File: config.mk
export PLATFORM = sky130hd
export DESIGN_NAME = dynamic_priority_task_picker
export DESIGN_NICKNAME = d
export VERILOG_FILES = /design/src/rtl/core/dpt_pkg.sv /design/src/rtl/core/dynamic_priority_task_picker.sv /design/src/rtl/core/dpt_task_ram.sv
export SDC_FILE = /design/constraint.sdc
export NUM_CORES = 1
export LEC_CHECK = 0
export ABC_AREA = 1
export BUFFER_PORTS_ARGS = -buffer_cell sky130_fd_sc_hd__buf_2
export CORE_MARGIN = 5
export CORE_UTILIZATION = 61
export CTS_CLUSTER_SIZE = 14
export DETAILED_ROUTE_END_ITERATION = 16
export PLACE_DENSITY_LB_ADDON = 0.2
export SLEW_MARGIN = 15
export SYNTH_ARGS = -nofsm -noshare
export SYNTH_HDL_FRONTEND = slang
export SYNTH_SLANG_ARGS = --single-unit
File: constraint.sdc
create_clock -name clk_i -period 5 [get_ports clk_i]
set_input_delay 0 -clock clk_i [delete_from_list [all_inputs] [get_ports clk_i]]
set_output_delay 0 -clock clk_i [all_outputs]
set_load 0.03 [all_outputs]
File: src/rtl/core/dpt_pkg.sv
// ----------------------------------------------------------------------------
// dpt_pkg
// Shared constants for the dynamic priority task picker.
// ----------------------------------------------------------------------------
package dpt_pkg;

  // Default build sizes
  localparam int unsigned EntriesDef  = 8;
  localparam int unsigned TimeBitsDef = 16;
  localparam int unsigned PrioBitsDef = 16;

  // Fixed port field widths
  localparam int unsigned IdxFieldW  = 3;
  localparam int unsigned TimeFieldW = 16;
  localparam int unsigned PrioFieldW = 16;

  // Request action codes
  localparam logic ActLoad = 1'b0;
  localparam logic ActTick = 1'b1;

endpackage

File: src/rtl/core/dynamic_priority_task_picker.sv
// ----------------------------------------------------------------------------
// dynamic_priority_task_picker
// Ring of task entries (time, priority) served by highest dynamic priority.
// ----------------------------------------------------------------------------
//
// Channel   Direction  Handshake            Payload
// -------   ---------  -------------------  -----------------------------------
// request   in         start_i & !busy_o    action_i, entry_index_i,
//                                           load_time_i, load_priority_i
// result    out        done_o (one cycle)   ran_valid_o, ran_index_o,
//                                           time_left_o, priority_left_o,
//                                           all_done_o
//
// Load: done_o pulses the cycle after the request is taken and busy_o stays
//   low, so the next request can follow right away.
// Tick: busy_o stays high while one entry per cycle is read from the task
//   RAM, then through a write-back state; done_o pulses the cycle after.
// Reset clears the active bits and the ring pointer; the task RAM itself is
//   not cleared, since an inactive entry is never compared or served.
// The result side cannot stall: done_o pulses for one cycle; fields then hold.
//
// Notes:
// - An entry is active exactly when its time is nonzero, so the pointer
//   skip to the first nonzero-time entry folds into the scan: the scan starts
//   at the last served entry and keeps the first active entry with the
//   strictly highest priority in ring order.
// ----------------------------------------------------------------------------
module dynamic_priority_task_picker
  import dpt_pkg::*;
#(
  parameter int unsigned ENTRIES   = EntriesDef,
  parameter int unsigned TIME_BITS = TimeBitsDef,
  parameter int unsigned PRIO_BITS = PrioBitsDef
) (
  input  logic                  clk_i,
  input  logic                  rst_ni,
  // request
  input  logic                  start_i,
  output logic                  busy_o,
  input  logic                  action_i,
  input  logic [IdxFieldW-1:0]  entry_index_i,
  input  logic [TimeFieldW-1:0] load_time_i,
  input  logic [PrioFieldW-1:0] load_priority_i,
  // result
  output logic                  done_o,
  output logic                  ran_valid_o,
  output logic [IdxFieldW-1:0]  ran_index_o,
  output logic [TimeFieldW-1:0] time_left_o,
  output logic [PrioFieldW-1:0] priority_left_o,
  output logic                  all_done_o
);

  localparam int unsigned IdxW  = $clog2(ENTRIES);
  localparam int unsigned WordW = TIME_BITS + PRIO_BITS;
  localparam int unsigned CmpW  = ((IdxW > IdxFieldW) ? IdxW : IdxFieldW) + 1;
  localparam logic [IdxW-1:0] LastIdx = IdxW'(ENTRIES - 1);

  typedef enum logic [1:0] {
    StIdle,
    StScan,
    StWb
  } state_e;

  state_e               state_q, state_d;
  logic [ENTRIES-1:0]   act_q, act_d;
  logic [IdxW-1:0]      ptr_q, ptr_d;     // last served entry
  logic [IdxW-1:0]      idx_q, idx_d;     // entry whose read data is in rdata
  logic [IdxW-1:0]      cnt_q, cnt_d;     // entries compared so far
  logic                 found_q, found_d;
  logic [IdxW-1:0]      best_idx_q, best_idx_d;
  logic [TIME_BITS-1:0] best_time_q, best_time_d;
  logic [PRIO_BITS-1:0] best_prio_q, best_prio_d;

  logic                  done_q, done_d;
  logic                  ran_valid_q, ran_valid_d;
  logic [IdxFieldW-1:0]  ran_index_q, ran_index_d;
  logic [TimeFieldW-1:0] time_left_q, time_left_d;
  logic [PrioFieldW-1:0] prio_left_q, prio_left_d;
  logic                  all_done_q, all_done_d;

  // RAM ports
  logic                 ram_we;
  logic [IdxW-1:0]      ram_waddr;
  logic [WordW-1:0]     ram_wdata;
  logic [IdxW-1:0]      ram_raddr;
  logic [WordW-1:0]     ram_rdata;
  logic [TIME_BITS-1:0] rd_time;
  logic [PRIO_BITS-1:0] rd_prio;

  logic                 accept;
  logic                 ld_in_range;
  logic [TIME_BITS-1:0] ld_time;
  logic [PRIO_BITS-1:0] ld_prio;
  logic [IdxW-1:0]      ld_idx;
  logic [IdxW-1:0]      idx_next;
  logic                 take;
  logic [TIME_BITS-1:0] new_time;
  logic [PRIO_BITS-1:0] new_prio;

  dpt_task_ram #(
    .Depth (ENTRIES),
    .Width (WordW)
  ) u_ram (
    .clk_i   (clk_i),
    .we_i    (ram_we),
    .waddr_i (ram_waddr),
    .wdata_i (ram_wdata),
    .raddr_i (ram_raddr),
    .rdata_o (ram_rdata)
  );

  assign rd_time = ram_rdata[WordW-1:PRIO_BITS];
  assign rd_prio = ram_rdata[PRIO_BITS-1:0];

  assign accept      = start_i && (state_q == StIdle);
  assign ld_in_range = CmpW'(entry_index_i) < CmpW'(ENTRIES);
  assign ld_time     = TIME_BITS'(load_time_i);
  assign ld_prio     = PRIO_BITS'(load_priority_i);
  assign ld_idx      = IdxW'(entry_index_i);
  assign idx_next    = (idx_q == LastIdx) ? '0 : idx_q + 1'b1;

  // scan compare: first active entry wins, later ones need a strictly higher prio
  assign take = act_q[idx_q] && (!found_q || (rd_prio > best_prio_q));

  // served entry after its decrement (it is active, so time is nonzero)
  assign new_time = best_time_q - 1'b1;
  assign new_prio = (best_prio_q != '0) ? best_prio_q - 1'b1 : best_prio_q;

  always_comb begin
    state_d     = state_q;
    act_d       = act_q;
    ptr_d       = ptr_q;
    idx_d       = idx_q;
    cnt_d       = cnt_q;
    found_d     = found_q;
    best_idx_d  = best_idx_q;
    best_time_d = best_time_q;
    best_prio_d = best_prio_q;
    done_d      = 1'b0;
    ran_valid_d = ran_valid_q;
    ran_index_d = ran_index_q;
    time_left_d = time_left_q;
    prio_left_d = prio_left_q;
    all_done_d  = all_done_q;
    ram_we      = 1'b0;
    ram_waddr   = ld_idx;
    ram_wdata   = {ld_time, ld_prio};
    ram_raddr   = idx_next;

    unique case (state_q)
      StIdle: begin
        ram_raddr = ptr_q;
        if (accept) begin
          if (action_i == ActLoad) begin
            if (ld_in_range) begin
              ram_we        = 1'b1;
              act_d[ld_idx] = (ld_time != '0);
            end
            ptr_d       = '0;
            done_d      = 1'b1;
            ran_valid_d = 1'b0;
            ran_index_d = '0;
            time_left_d = '0;
            prio_left_d = '0;
            all_done_d  = ~|act_d;
          end else begin
            idx_d   = ptr_q;
            cnt_d   = '0;
            found_d = 1'b0;
            state_d = StScan;
          end
        end
      end
      StScan: begin
        if (take) begin
          found_d     = 1'b1;
          best_idx_d  = idx_q;
          best_time_d = rd_time;
          best_prio_d = rd_prio;
        end
        idx_d = idx_next;
        cnt_d = cnt_q + 1'b1;
        if (cnt_q == LastIdx) begin
          state_d = StWb;
        end
      end
      StWb: begin
        ram_waddr = best_idx_q;
        ram_wdata = {new_time, new_prio};
        done_d    = 1'b1;
        if (found_q) begin
          ram_we            = 1'b1;
          act_d[best_idx_q] = (new_time != '0);
          ptr_d             = best_idx_q;
          ran_valid_d       = 1'b1;
          ran_index_d       = IdxFieldW'(best_idx_q);
          time_left_d       = TimeFieldW'(new_time);
          prio_left_d       = PrioFieldW'(new_prio);
        end else begin
          ran_valid_d = 1'b0;
          ran_index_d = '0;
          time_left_d = '0;
          prio_left_d = '0;
        end
        all_done_d = ~|act_d;
        state_d    = StIdle;
      end
      default: begin
        state_d = StIdle;
      end
    endcase
  end

  always_ff @(posedge clk_i or negedge rst_ni) begin
    if (!rst_ni) begin
      state_q     <= StIdle;
      act_q       <= '0;
      ptr_q       <= '0;
      idx_q       <= '0;
      cnt_q       <= '0;
      found_q     <= 1'b0;
      best_idx_q  <= '0;
      best_time_q <= '0;
      best_prio_q <= '0;
      done_q      <= 1'b0;
      ran_valid_q <= 1'b0;
      ran_index_q <= '0;
      time_left_q <= '0;
      prio_left_q <= '0;
      all_done_q  <= 1'b1;
    end else begin
      state_q     <= state_d;
      act_q       <= act_d;
      ptr_q       <= ptr_d;
      idx_q       <= idx_d;
      cnt_q       <= cnt_d;
      found_q     <= found_d;
      best_idx_q  <= best_idx_d;
      best_time_q <= best_time_d;
      best_prio_q <= best_prio_d;
      done_q      <= done_d;
      ran_valid_q <= ran_valid_d;
      ran_index_q <= ran_index_d;
      time_left_q <= time_left_d;
      prio_left_q <= prio_left_d;
      all_done_q  <= all_done_d;
    end
  end

  assign busy_o          = (state_q != StIdle);
  assign done_o          = done_q;
  assign ran_valid_o     = ran_valid_q;
  assign ran_index_o     = ran_index_q;
  assign time_left_o     = time_left_q;
  assign priority_left_o = prio_left_q;
  assign all_done_o      = all_done_q;

endmodule

File: src/rtl/core/dpt_task_ram.sv
// ----------------------------------------------------------------------------
// dpt_task_ram
// Task entry store: one write port, one read port, registered read data.
// ----------------------------------------------------------------------------
module dpt_task_ram #(
  parameter int unsigned Depth = 8,
  parameter int unsigned Width = 32
) (
  input  logic                     clk_i,
  input  logic                     we_i,
  input  logic [$clog2(Depth)-1:0] waddr_i,
  input  logic [Width-1:0]         wdata_i,
  input  logic [$clog2(Depth)-1:0] raddr_i,
  output logic [Width-1:0]         rdata_o
);

  logic [Width-1:0] mem_q [Depth];

  always_ff @(posedge clk_i) begin
    if (we_i) begin
      mem_q[waddr_i] <= wdata_i;
    end
  end

  always_ff @(posedge clk_i) begin
    rdata_o <= mem_q[raddr_i];
  end

endmodule

==> flow_summary_export.csv <==
group,metric,value,unit
pwr,seq_power_share,34.8,%
global_route,gr-total-overflow,0,
run,drv_cap,0,
worst_hold_path,hold_path_class,"input pin to register",
logic_synthesis,synth_cell_types,40,
logic_synthesis,synth_area_leaders,"edfxtp_1 (47%), dfrtp_1 (14%), o21ai_0 (5.7%), nand2_1 (5.6%), dfxtp_1 (3.9%)",
worst_setup_path,worstPathRequired,5370,ps
logic_synthesis,synthesis.nets,1572,
logic_synthesis,synthCells,1509,
finish,fin_util,70.1,%
routing,dr_wl_met2,17.3,mm
logic_synthesis,syn_area_per_cell,10.8,um^2
routing,met1_length,16.9,mm
placed_design,hpwl,23.4,mm
pwr,internal_power,7.43,mW
worst_hold_path,whs_endpoint,"act_q[5]",
logic_synthesis,synth.cell_area,0.0163,mm^2
worst_hold_path,whs_path_depth,5,
pwr,netSwitchingPower,5.36,mW
floorplanning,core_area,0.0262,mm^2
global_route,grt_pass1_vias,11179,
pwr,power_leakage,7.30,nW
logic_synthesis,synth_top_area_share,47.2,%
cts,cts_max_path_buffers,3,
global_route,track_usage,25.3,%
floorplanning,fp.dieH,173,um
finish,regArea,0.0107,mm^2
worst_setup_path,start_kind,"register",
logic_synthesis,ys_warn_count,0,
worst_setup_path,critical-path-top-delay-family,"buffers and inverters",
cts,post_cts_buffers,0,
global_route,grt_max_degree,87,
cts,cts_buffers,38,
worst_setup_path,slowest_delay,790,ps
worst_setup_path,worst_ep_arrival_time,4000,ps
routing,drt.antenna.violating_nets,0,
worst_setup_path,cp.buffers_inverters,2,
timing,min_period,3630,ps
pwr,combPwrFrac,43.4,%
placed_design,routabilityCongestion,0.921,
placed_design,dp_cells,1867,
timing,timing.fmax,0.275,GHz
logic_synthesis,yosysSeqAreaShare,65.4,%
logic_synthesis,ys_ff_latch,381,
worst_setup_path,worstPathCellList,"ha_1 -> ha_1 -> nor2_1 -> nand2_1 -> nand2_4 -> clkinv_2 -> buf_4 -> o21ai_0 -> o21bai_1 -> a31oi_1",
pwr,switching_share,41.9,%
worst_setup_path,cp_slowest_cell,"clkinv_2",
routing,drt_pass1_iterations,5,
floorplanning,start_util,62.1,%
routing,wirelength,38.3,mm
cts,cts.clk_slew.worst_paths,60,ps
cts,tritoncts,"built",
finish,final_cells,1944,
floorplanning,rows,59,
worst_setup_path,crit_fanout,65,
cts,numClockSinks,381,
timing,final.setup_skew,23.8,ps
timing,setup-tns-final,0,ps
routing,drc_errors,0,
worst_setup_path,r2r_end,"u_ram.rdata_o[1]",
finish,antennaDiodeCount,0,
routing,top_layer,"met4",
routing,via_per_inst,5.98,
routing,wl_per_cell,19.7,um
timing,tightest_slew,1210,ps
timing,rsz0062_at_grt,"false",
timing,maxSlewHeadroom,19.3,%
finish,multi_input_area,0.00510,mm^2
timing,setup_viol,0,
global_route,antenna_found_initial,0,
worst_setup_path,end_kind,"register",
routing,wl_met3,3.55,mm
placed_design,io_buffers,77,
timing,finalHoldViolations,0,
pwr,vdd_drop_max,0.387,mV
timing,holdWs,24.4,ps
worst_hold_path,hold_start,"entry_index_i[0]",
finish,syn_to_final_growth,12.9,%
routing,via_count,11629,
finish,fillers,1909,
finish,finalNetCount,1643,
timing,post-route-period-util,72.7,%
worst_setup_path,reg2reg_depth,10,
global_route,grt_first_pass_wirelength,60.8,mm
cts,root_buffer,"clkbuf_16",
floorplanning,die_width,173,um
worst_setup_path,criticalPathCategory,"register to register",
floorplanning,ioPinCount,78,
floorplanning,dieArea,0.0301,mm^2
cts,clk_latency,540,ps
timing,drv_slew,0,
worst_setup_path,rrSetupSlack,1370,ps
pwr,powerDensity,696,mW/mm^2
finish,drive_above_1_share,13.2,%
routing,drt-initial-drc-count,1349,
worst_setup_path,cpMostUsedCell,"ha_1",
pwr,clkPwrFrac,21.8,%
worst_setup_path,reg2reg_from,"idx_q[0]",
status,status,"completed",
logic_synthesis,yosysTopAreaCell,"edfxtp_1",
cts,cts_max_level,2,
power groups by stage:
| stage | sequential, mW | clock, mW | combinational (mW) |
|---|---|---|---|
| 2_1_floorplan | 4.61 | 0 | 3.89 |
| 5_1_grt | 4.51 | 2.96 | 6.24 |
| 6_report | 4.45 | 2.79 | 5.55 |
| 3_5_place_dp | 4.49 | 0 | 5.49 |
| 3_3_place_gp | 4.49 | 0 | 5.31 |
| 4_1_cts | 4.44 | 2.82 | 5.55 |
per-layer routing:
metal / vias to the layer above / global-route usage (%)
li1: 5464 / -
met5: - / 0
met1: 5663 / 37.9
met4: 0 / 5.49
met3: 38 / 4.38
met2: 464 / 39.7
tightest hold or removal path, stage by stage:
cell and delay, ps:
buf_2 140, nand3_1 100, nand2_1 50, o21ai_0 90, o221ai_1 120
registers in the layout (all words and copies together), names as in the netlist:
name             flops
u_ram.rdata_o       32
best_prio_q         16
ran_valid_o          1
idx_q                3
act_q                8
ptr_q                3
best_time_q         16
found_q              1
all_done_o           1
u_ram.mem_q        256
time_left_o         16
best_idx_q           3
state_q              2
priority_left_o     16
ran_index_o          3
done_o               1
cnt_q                3
cells in the mapped netlist, drive strengths merged:
library cell  count
inv              88
a31oi            38
o22ai            34
buf              15
o21a              1
nor2            182
nand4             9
a21oi            18
o31ai             1
xor2             12
nand2           257
nor3             11
o21ai           225
a22o              5
dfrtp            92
nand3            66
o21bai           64
clkbuf           58
o211ai            3
or2               1
dfxtp            32
xnor2             1
ha               24
nand3b            4
edfxtp          256
o221ai            7
dfstp             1
nor4              4
how the worst max path moves through the flow:
| stage | start | to | slack [ps] | cells past startpoint |
|---|---|---|---|---|
| floorplan | state_q[1] | u_ram.mem_q[4][0] | 1100 | 8 |
| global placement | state_q[0] | u_ram.mem_q[3][8] | 1460 | 8 |
| detailed placement | state_q[1] | u_ram.mem_q[6][8] | 1390 | 9 |
| CTS | state_q[1] | u_ram.mem_q[6][21] | 1350 | 9 |
| global route | idx_q[0] | u_ram.rdata_o[1] | 1010 | 10 |
| finish | idx_q[0] | u_ram.rdata_o[1] | 1370 | 10 |
stage by stage:
| stage | instance area, um^2 | total power [mW] | worst slack (ps) |
|---|---|---|---|
| 3_3_place_gp | 17000 | 9.80 | 1460 |
| 2_1_floorplan | 16300 | 8.50 | 1100 |
| 4_1_cts | 18400 | 12.8 | 1350 |
| 5_1_grt | 18400 | 13.7 | 1010 |
| 6_report | 18400 | 12.8 | 1370 |
| 3_5_place_dp | 17000 | 9.99 | 1390 |
cell usage in the layout (no fill, tap or decap), types with 3 or more instances in the layout:
cell type | netlist | final
a21oi_1 | 16 | 16
a22o_1 | 4 | 4
a31oi_1 | 38 | 37
buf_2 | 9 | 76
buf_4 | 0 | 20
clkbuf_1 | 58 | 7
clkbuf_16 | 0 | 38
clkbuf_8 | 0 | 6
clkinv_1 | 0 | 7
clkinv_2 | 0 | 6
dfrtp_1 | 92 | 92
dfxtp_1 | 32 | 32
dlygate4sd3_1 | 0 | 7
edfxtp_1 | 256 | 256
ha_1 | 24 | 24
inv_1 | 80 | 79
inv_2 | 8 | 8
nand2_1 | 245 | 244
nand2_2 | 10 | 10
nand2_4 | 2 | 3
nand3_1 | 64 | 64
nand3b_1 | 4 | 4
nand4_1 | 9 | 9
nor2_1 | 163 | 159
nor2_2 | 11 | 10
nor2_4 | 7 | 12
nor3_1 | 11 | 7
nor3_2 | 0 | 4
nor4_1 | 4 | 4
o211ai_1 | 3 | 3
o21ai_0 | 185 | 178
o21ai_1 | 39 | 44
o21bai_1 | 64 | 64
o221ai_1 | 7 | 7
o22ai_1 | 34 | 34
xor2_1 | 12 | 12
cell families (layout without fill, tap and decap cells):
family,Yosys count,count (layout),synth area share (%)
adder cells (fa/ha/maj),24,24,1.84
AO/OA/AOI/OAI,396,396,14.1
buffers and inverters,161,261,3.78
XOR/XNOR,13,13,0.699
AND/OR/NAND/NOR,534,534,14.1
flip-flops,381,381,65.4
timing repair:
item | CTS | global route
hold buffers | 7 | 0
hold endpoints to repair | 111 | 0
resized for setup | 0 | 0
final cells by class:
type,count,share of cell area [%]
flip-flops and latches,381,58.0
well taps,335,2.28
clock inverters,18,0.974
repair buffers,104,3.42
clock buffers,51,5.77
multi-input cells,967,27.8
inverters,88,1.80
(Power assumes the default switching activity.)
